$ cat src/rtl/core/turm_pkg.sv
`timescale 1ns / 1ps

package turm_pkg;

    localparam logic [1:0] MODE_READ  = 2'd0;
    localparam logic [1:0] MODE_WRITE = 2'd1;
    localparam logic [1:0] MODE_TICK  = 2'd2;

    localparam logic [2:0] SEL_RBR = 3'd0;
    localparam logic [2:0] SEL_THR = 3'd1;
    localparam logic [2:0] SEL_LSR = 3'd2;
    localparam logic [2:0] SEL_IER = 3'd3;
    localparam logic [2:0] SEL_IIR = 3'd4;
    localparam logic [2:0] SEL_LCR = 3'd5;

    localparam logic [7:0] FLAG_RX_FULL  = 8'h80;
    localparam logic [7:0] FLAG_TX_EMPTY = 8'h40;
    localparam logic [7:0] LSR_RESET     = 8'h40;
    localparam logic [7:0] CHAR_CR       = 8'd13;
    localparam logic [7:0] CHAR_LF       = 8'd10;
    localparam logic [7:0] CHAR_LC_A     = 8'h61;
    localparam logic [7:0] CHAR_LC_Z     = 8'h7a;
    localparam logic [7:0] CASE_OFFSET   = 8'h20;

    localparam int OBUF_DEPTH = 4;
    localparam int OBUF_AW    = 2;
    localparam int OBUF_CW    = 3;

    typedef struct packed {
        logic [1:0] mode;
        logic [2:0] reg_select;
        logic [7:0] write_data;
        logic       rx_valid;
        logic [7:0] rx_char;
    } t_in_item;

    typedef struct packed {
        logic [7:0] read_data;
        logic       tx_valid;
        logic [7:0] tx_char;
        logic       irq;
        logic       last;
    } t_out_item;

    typedef struct packed {
        logic      en;
        logic      two;
        t_out_item first;
        t_out_item second;
    } t_push;

endpackage

$ cat src/rtl/core/turm_core.sv
`timescale 1ns / 1ps

module turm_core (
    input  logic              i_clk,
    input  logic              i_rst_n,
    input  logic              i_accept,
    input  turm_pkg::t_in_item i_item,
    output turm_pkg::t_push   o_push
);

    logic [7:0] r_rbr, r_thr, r_lsr, r_ier, r_iir, r_lcr;
    logic [7:0] n_rbr, n_thr, n_lsr, n_ier, n_iir, n_lcr;
    logic [7:0] rd;
    logic [7:0] rx_c;
    logic       irq;
    logic       tx_go;
    logic       is_cr;

    always_comb begin
        n_rbr = r_rbr;
        n_thr = r_thr;
        n_lsr = r_lsr;
        n_ier = r_ier;
        n_iir = r_iir;
        n_lcr = r_lcr;
        rd    = 8'd0;
        irq   = 1'b0;
        tx_go = 1'b0;
        rx_c  = i_item.rx_char;
        if (i_item.rx_char >= turm_pkg::CHAR_LC_A && i_item.rx_char <= turm_pkg::CHAR_LC_Z) begin
            rx_c = i_item.rx_char - turm_pkg::CASE_OFFSET;
        end
        unique case (i_item.mode)
            turm_pkg::MODE_READ: begin
                unique case (i_item.reg_select)
                    turm_pkg::SEL_RBR: begin
                        n_lsr = r_lsr & ~turm_pkg::FLAG_RX_FULL;
                        rd    = r_rbr;
                    end
                    turm_pkg::SEL_LSR: rd = r_lsr;
                    turm_pkg::SEL_IER: rd = r_ier;
                    turm_pkg::SEL_IIR: rd = r_iir;
                    turm_pkg::SEL_LCR: rd = r_lcr;
                    default:           rd = 8'd0;
                endcase
            end
            turm_pkg::MODE_WRITE: begin
                unique case (i_item.reg_select)
                    turm_pkg::SEL_THR: begin
                        n_lsr = r_lsr & ~turm_pkg::FLAG_TX_EMPTY;
                        n_thr = i_item.write_data;
                    end
                    turm_pkg::SEL_IER: n_ier = i_item.write_data;
                    turm_pkg::SEL_LCR: n_lcr = i_item.write_data;
                    default: ;
                endcase
            end
            turm_pkg::MODE_TICK: begin
                if (i_item.rx_valid && (r_lsr & turm_pkg::FLAG_RX_FULL) == 8'd0) begin
                    n_rbr = rx_c;
                    n_lsr = n_lsr | turm_pkg::FLAG_RX_FULL;
                    if ((r_ier & turm_pkg::FLAG_RX_FULL) != 8'd0) begin
                        n_iir = n_iir | turm_pkg::FLAG_RX_FULL;
                        irq   = 1'b1;
                    end
                end
                if ((r_lsr & turm_pkg::FLAG_TX_EMPTY) == 8'd0) begin
                    tx_go = 1'b1;
                    n_lsr = n_lsr | turm_pkg::FLAG_TX_EMPTY;
                    if ((r_ier & turm_pkg::FLAG_TX_EMPTY) != 8'd0) begin
                        n_iir = n_iir | turm_pkg::FLAG_TX_EMPTY;
                        irq   = 1'b1;
                    end
                end
            end
            default: ;
        endcase
    end

    assign is_cr = tx_go && (r_thr == turm_pkg::CHAR_CR);

    always_comb begin
        o_push.en               = i_accept;
        o_push.two              = is_cr;
        o_push.first.read_data  = rd;
        o_push.first.tx_valid   = tx_go;
        o_push.first.tx_char    = tx_go ? r_thr : 8'd0;
        o_push.first.irq        = irq;
        o_push.first.last       = !is_cr;
        o_push.second.read_data = 8'd0;
        o_push.second.tx_valid  = 1'b1;
        o_push.second.tx_char   = turm_pkg::CHAR_LF;
        o_push.second.irq       = irq;
        o_push.second.last      = 1'b1;
    end

    always_ff @(posedge i_clk) begin
        if (!i_rst_n) begin
            r_rbr <= 8'd0;
            r_thr <= 8'd0;
            r_lsr <= turm_pkg::LSR_RESET;
            r_ier <= 8'd0;
            r_iir <= 8'd0;
            r_lcr <= 8'd0;
        end else if (i_accept) begin
            r_rbr <= n_rbr;
            r_thr <= n_thr;
            r_lsr <= n_lsr;
            r_ier <= n_ier;
            r_iir <= n_iir;
            r_lcr <= n_lcr;
        end
    end

endmodule

$ cat config.mk
export PLATFORM = sky130hd
export DESIGN_NAME = turm_core
export DESIGN_NICKNAME = d
export VERILOG_FILES = /design/src/rtl/core/turm_pkg.sv /design/src/rtl/core/turm_core.sv
export SDC_FILE = /design/constraint.sdc
export NUM_CORES = 1
export LEC_CHECK = 0
export BUFFER_PORTS_ARGS = -buffer_cell sky130_fd_sc_hd__buf_2
export CAP_MARGIN = 0
export CORE_MARGIN = 4
export CORE_UTILIZATION = 54
export DETAILED_ROUTE_END_ITERATION = 12
export GPL_TIMING_DRIVEN = 0
export PLACE_DENSITY = 0.84
export SLEW_MARGIN = 20
export SYNTH_ARGS = -nofsm -noshare
export SYNTH_HDL_FRONTEND = slang
export SYNTH_SLANG_ARGS = --single-unit
$ cat constraint.sdc
create_clock -name i_clk -period 1.6 [get_ports i_clk]
set_input_delay 0.16 -clock i_clk [delete_from_list [all_inputs] [get_ports i_clk]]
set_output_delay 0.16 -clock i_clk [all_outputs]
set_load 0.02 [all_outputs]
==> results_dict.tcl, run 1 <==
set metrics [dict create \
    synthDistinctLibCells 46 \
    grt_overflow 0 \
    grt_pass1_wl_um 7760 \
    pre_cts_ws_ns -0.00215 \
    period_minus_slack_ns 1.56 \
    clkSinkCount 36 \
    clkSlewWorstSetupHoldPaths_ns 0.07 \
    placed_cell_area_mm2 0.00235 \
    first_iter_violations 128 \
    async_flop_share 0 \
    crit_required_ns 1.44 \
    crit_fanout 4 \
    hold_viol 0 \
    finalWirelength_um 4660 \
    maxCapViolations 0 \
    start_kind "register" \
    synth_area_mm2 0.00201 \
    hpwl_um 3520 \
    area_delta_synth_final_pct 24.3 \
    vias_per_cell 5.12 \
    io_buffers 45 \
    finalClockSkew_ns 0.00454 \
    ios 65 \
    rows 21 \
    setup.worst_path.class "register to output pin" \
    relSlewSlack 0.654 \
    grt_max_degree 12 \
    wl_per_cell_um 13.4 \
    synthCells 229 \
    synth_ff_type "dfxtp_1" \
    seq_area_frac_synth 0.358 \
    fin_util 0.721 \
    h-tree-depth 2 \
    ant_nets 0 \
    vias 1783 \
    worstMarginPinSlew_ns 0.520 \
    synth_edf_count 0 \
    setup_tns_ns 0 \
    synth_most_common_cell "dfxtp_1" \
    synth_seq_cells 36 \
    totalPowerFinal_mw 1.84 \
    outcome "finished clean" \
    die_y_um 69.0 \
    antenna_found_initial 0 \
    worstSetupEndpointType "output pin" \
    ir_drop_v 0.000661 \
    cts_tree "yes" \
    synth_area_leaders "dfxtp_1, mux2i_1, buf_4" \
    drv_slew 0 \
    synth_common_cells "dfxtp_1, nor2_1, buf_4, mux2i_1, nand2_1" \
    power.density_mw_per_mm2 734 \
    root_buffer "clkbuf_8" \
    grt_pass1_vias 1682 \
    grt_setup_unrepaired "yes" \
    core_mm2 0.00347 \
    dr.pass1.iters 5 \
    fmax_ghz 0.641 \
    final.period_utilization 0.974 \
    numCtsBuffers 5 \
    grt_usage 0.197 \
    gp_congestion 0.813 \
    yosys_warnings 0 \
    fp.dieArea_mm2 0.00476 \
    hp-class "primary input to register" \
    drc_errors 0 \
    syn_area_per_cell_um2 8.78 \
    cts_buffer_depth 2 \
    finalWorstSetupSlack_ns 0.0411 \
    setup_violations 0 \
    critPathArrivalTime_ns 1.40 \
    finalInstanceArea_mm2 0.00250 \
    power_leakage_nw 1.16 \
    chipWidth_um 69.0 \
    netlist.area_leader.share 0.358 \
    fin_nets 327 \
    synth_top_area_cell "dfxtp_1" \
    initial_core_util 0.580 \
    drive_gt1_frac 0.328 \
    clk_latency_ns 0.29 \
    n_antenna_cell 0 \
]
[layout by cell type (no fill, tap or decap), types with 2 or more instances in the layout]
master and n:
buf_2 47, dfxtp_1 35, nor2_1 32, buf_4 29, mux2i_1 23, conb_1 18
nand2_1 12, o21ai_0 9, and2_1 8, a2bb2oi_1 7, a21oi_1 7, a22oi_1 6
clkbuf_8 6, a21boi_0 5, clkbuf_1 4, nand3_1 4, nand3b_1 4, inv_1 3
nor2b_1 3, clkbuf_2 2, nor3b_1 2, nor3_1 2, nor2_2 2, and3b_1 2
and3_1 2, and4b_1 2, clkinv_2 2
[layout make-up]
| cell class | count | area, µm² |
|---|---|---|
| Buffer | 35 | 238 |
| Clock buffer | 6 | 82.6 |
| Clock inverter | 2 | 10.0 |
| Fill cell | 286 | 968 |
| Inverter | 3 | 11.3 |
| Multi-Input combinational cell | 171 | 1120 |
| Sequential cell | 36 | 722 |
| Tap cell | 46 | 57.6 |
| Timing Repair Buffer | 49 | 255 |
[timing repair]
action	CTS	global route
endpoints found under the setup margin	1	3
hold buffers	0	0
resized for setup	1	8
gates cloned	0	0
buffers inserted	0	4
pin swaps	0	2
endpoints found under the hold margin	0	0
[through the flow]
stage | hold slack (ns) | std cells
after detailed placement | 0.433 | 336
final | 0.140 | 348
after floorplan | 0.295 | 245
after global routing | 0.156 | 348
after CTS | 0.132 | 344
after global placement | 0.428 | 336
[per-layer routing]
| metal | vias to the layer above | GRT usage | routed length [µm] |
|---|---|---|---|
| met5 | - | 0 | 0 |
| met4 | 0 | 0.0629 | 85 |
| met3 | 9 | 0.0523 | 317 |
| met2 | 51 | 0.337 | 2240 |
| met1 | 824 | 0.238 | 2020 |
| li1 | 899 | - | - |
[cell families (layout without fill, tap and decap cells)]
logic type,Yosys count,after routing,synth area share
AND/OR/NAND/NOR,84,84,0.232
AO/OA/AOI/OAI,44,44,0.157
buffers and inverters,38,95,0.123
flip-flops,36,36,0.358
multiplexers,24,24,0.120
other,2,18,0.00374
adder cells (fa/ha/maj),1,1,0.00622
[final timing paths]
check                  from         end  slack (ns)  cells after the start
setup / recovery   r_lsr[6]  o_push[36]        0.04                      4
hold / removal    i_item[3]    r_rbr[3]        0.14                      3
setup reg to reg   r_lsr[7]    r_rbr[4]        0.31                      4
hold reg to reg    r_lcr[3]    r_lcr[3]        0.48                      2
[sequential cells by signal (all words and copies together) (netlist names)]
signal and flops:
r_iir 2, r_lsr 2, r_thr 8, r_rbr 8
r_ier 8, r_lcr 8
[power breakdown]
part / leakage [nW] / internal, mW / switching (mW) / total (mW)
registers: 0.290 / 0.906 / 0.00770 / 0.914
logic: 0.823 / 0.108 / 0.150 / 0.258
clock network: 0.0510 / 0.343 / 0.321 / 0.664
total: 1.16 / 1.36 / 0.478 / 1.84
[critical path, cell delays in order, from the launching register on]
cell and delay [ns]:
dfxtp_2 0.34, mux2_2 0.27, a221oi_1 0.24, nor3_1 0.09, buf_2 0.16
(Power assumes the default switching activity.)
==> run 2, diff against run 1 <==
--- a/config.mk
+++ b/config.mk
@@ -12,6 +12,7 @@
 export DETAILED_ROUTE_END_ITERATION = 12
 export GPL_TIMING_DRIVEN = 0
 export PLACE_DENSITY = 0.84
+export RECOVER_POWER = 25
 export SLEW_MARGIN = 20
 export SYNTH_ARGS = -nofsm -noshare
 export SYNTH_HDL_FRONTEND = slang
==> run 2 against run 1 <==
Against the previous run: core utilization is 0.25 points lower; first-iteration DRC count decreased by 7.8%; count of clock-buffer cells in the layout is the same; clock power barely moved; setup slack improved by 0.0022 ns; critical path depth did not move; worst hold slack better by 0.00087 ns; die area did not move; combinational power about the same; critical path type unchanged; critical endpoint unchanged.
==> results_dict.tcl, run 2 (same netlist as run 1, synthesis figures left out) <==
set metrics [dict create \
    outcome "finished clean" \
    vias 1798 \
    root_buffer "clkbuf_8" \
    grt_max_degree 12 \
    core_mm2 0.00347 \
    critPathArrivalTime_ns 1.40 \
    worst_hold_slack_ns 0.141 \
    drv_slew 0 \
    cts_buffer_depth 2 \
    power.density_mw_per_mm2 736 \
    clkSinkCount 36 \
    worstMarginPinSlew_ns 0.589 \
    finalClockSkew_ns 0.00465 \
    totalPowerFinal_mw 1.83 \
    reg2reg_slack_ns 0.31 \
    clkSlewWorstSetupHoldPaths_ns 0.07 \
    io_buffers 45 \
    maxCapViolations 0 \
    chipWidth_um 69.0 \
    drc_errors 0 \
    hold_buffers 0 \
    routed.top_layer "met4" \
    ios 65 \
    fmax_ghz 0.642 \
    drive_gt1_frac 0.318 \
    n_antenna_cell 0 \
    max_stage_delay_ns 0.34 \
    grt_overflow 0 \
    dr_wl_met2_um 2250 \
    wl_met3_um 355 \
    grt_usage 0.197 \
    period_minus_slack_ns 1.56 \
    setup.worst_path.class "register to output pin" \
    worst_path_max_delay_cell "dfxtp_2" \
    setup_violations 0 \
    hold_viol 0 \
    finalWirelength_um 4670 \
    fp.dieArea_mm2 0.00476 \
    fillers 287 \
    crit_required_ns 1.44 \
    vias_per_cell 5.17 \
    ir_drop_v 0.000662 \
    crit_fanout 4 \
    dr.pass1.iters 4 \
    antenna_found_initial 0 \
    hpwl_um 3520 \
    grt_pass1_wl_um 7760 \
    ant_nets 0 \
    first_iter_violations 118 \
    relSlewSlack 0.607 \
    start_kind "register" \
    h-tree-depth 2 \
    layout_commonest_cell "buf_2" \
    grt_pass1_vias 1682 \
    clk_latency_ns 0.29 \
    wl_per_cell_um 13.4 \
    wl_met1_um 1990 \
    fin_nets 327 \
    gp_congestion 0.813 \
    power_leakage_nw 1.15 \
    grt_setup_unrepaired "yes" \
    layout_common_cells "buf_2, dfxtp_1, nor2_1" \
    die_y_um 69.0 \
    cts_tree "yes" \
    rows 21 \
    numCtsBuffers 5 \
    final.period_utilization 0.973 \
    fin_util 0.718 \
    crit_chain "mux2_2 > a221oi_1 > nor3_1 > buf_2" \
    area_delta_synth_final_pct 23.9 \
    worstSetupEndpointType "output pin" \
    hp-class "primary input to register" \
    initial_core_util 0.580 \
]
## run 2: changes by cell type in the layout (fill, tap and decap cells not counted), sizes merged
| cell | delta |
|---|---|
| buf | -4 |
| clkbuf | +4 |
## run 2: repair_timing
item,4_1_cts,5_1_grt
endpoints found under the setup margin,1,3
setup buffers,0,4
pin swaps,0,2
resized for setup,1,8
## run 2: area by class of cell
type	count	area, µm²	share of cell area
Timing Repair Buffer	49	253	0.101
Buffer	35	231	0.0929
Inverter	3	11.3	0.00452
Tap cell	46	57.6	0.0231
Clock buffer	6	82.6	0.0331
Clock inverter	2	10.0	0.00402
Multi-Input combinational cell	171	1120	0.451
Sequential cell	36	722	0.290
## run 2: worst max-delay path, delay by kind of cell (launching register included)
kind            cells  cell delay, ns
compound gates      1            0.24
buf+inv             1            0.16
flops               1            0.34
mux                 1            0.27
simple gates        1            0.09
## run 2: metrics by stage
| stage | instances | TNS, ns | setup slack [ns] | instance area (µm²) |
|---|---|---|---|---|
| after floorplan | 245 | 0 | 0.0938 | 2070 |
| after global placement | 336 | 0 | 0.0247 | 2350 |
| after detailed placement | 336 | -0.00215 | -0.00215 | 2350 |
| after CTS | 344 | 0 | 0.00790 | 2450 |
| after global routing | 348 | -0.00522 | -0.00522 | 2490 |
| final | 348 | 0 | 0.0434 | 2490 |
## run 2: power by group
group / switching (mW) / leakage (nW) / internal, mW
Clock: 0.319 / 0.0510 / 0.343
Sequential: 0.00773 / 0.290 / 0.906
Combinational: 0.150 / 0.813 / 0.107
Total: 0.477 / 1.15 / 1.36
## run 2: final timing paths
path,startpoint,end,depth (start not counted)
max reg2reg,r_lsr[7],r_rbr[4],4
min,i_item[3],r_rbr[3],3
max,r_lsr[6],o_push[36],4
min reg2reg,r_lcr[3],r_lcr[3],2
## run 2: routing by layer
metal / global-route usage / vias up
met5: 0 / -
met4: 0.0629 / 0
met3: 0.0523 / 9
met2: 0.337 / 57
met1: 0.238 / 832
li1: - / 900
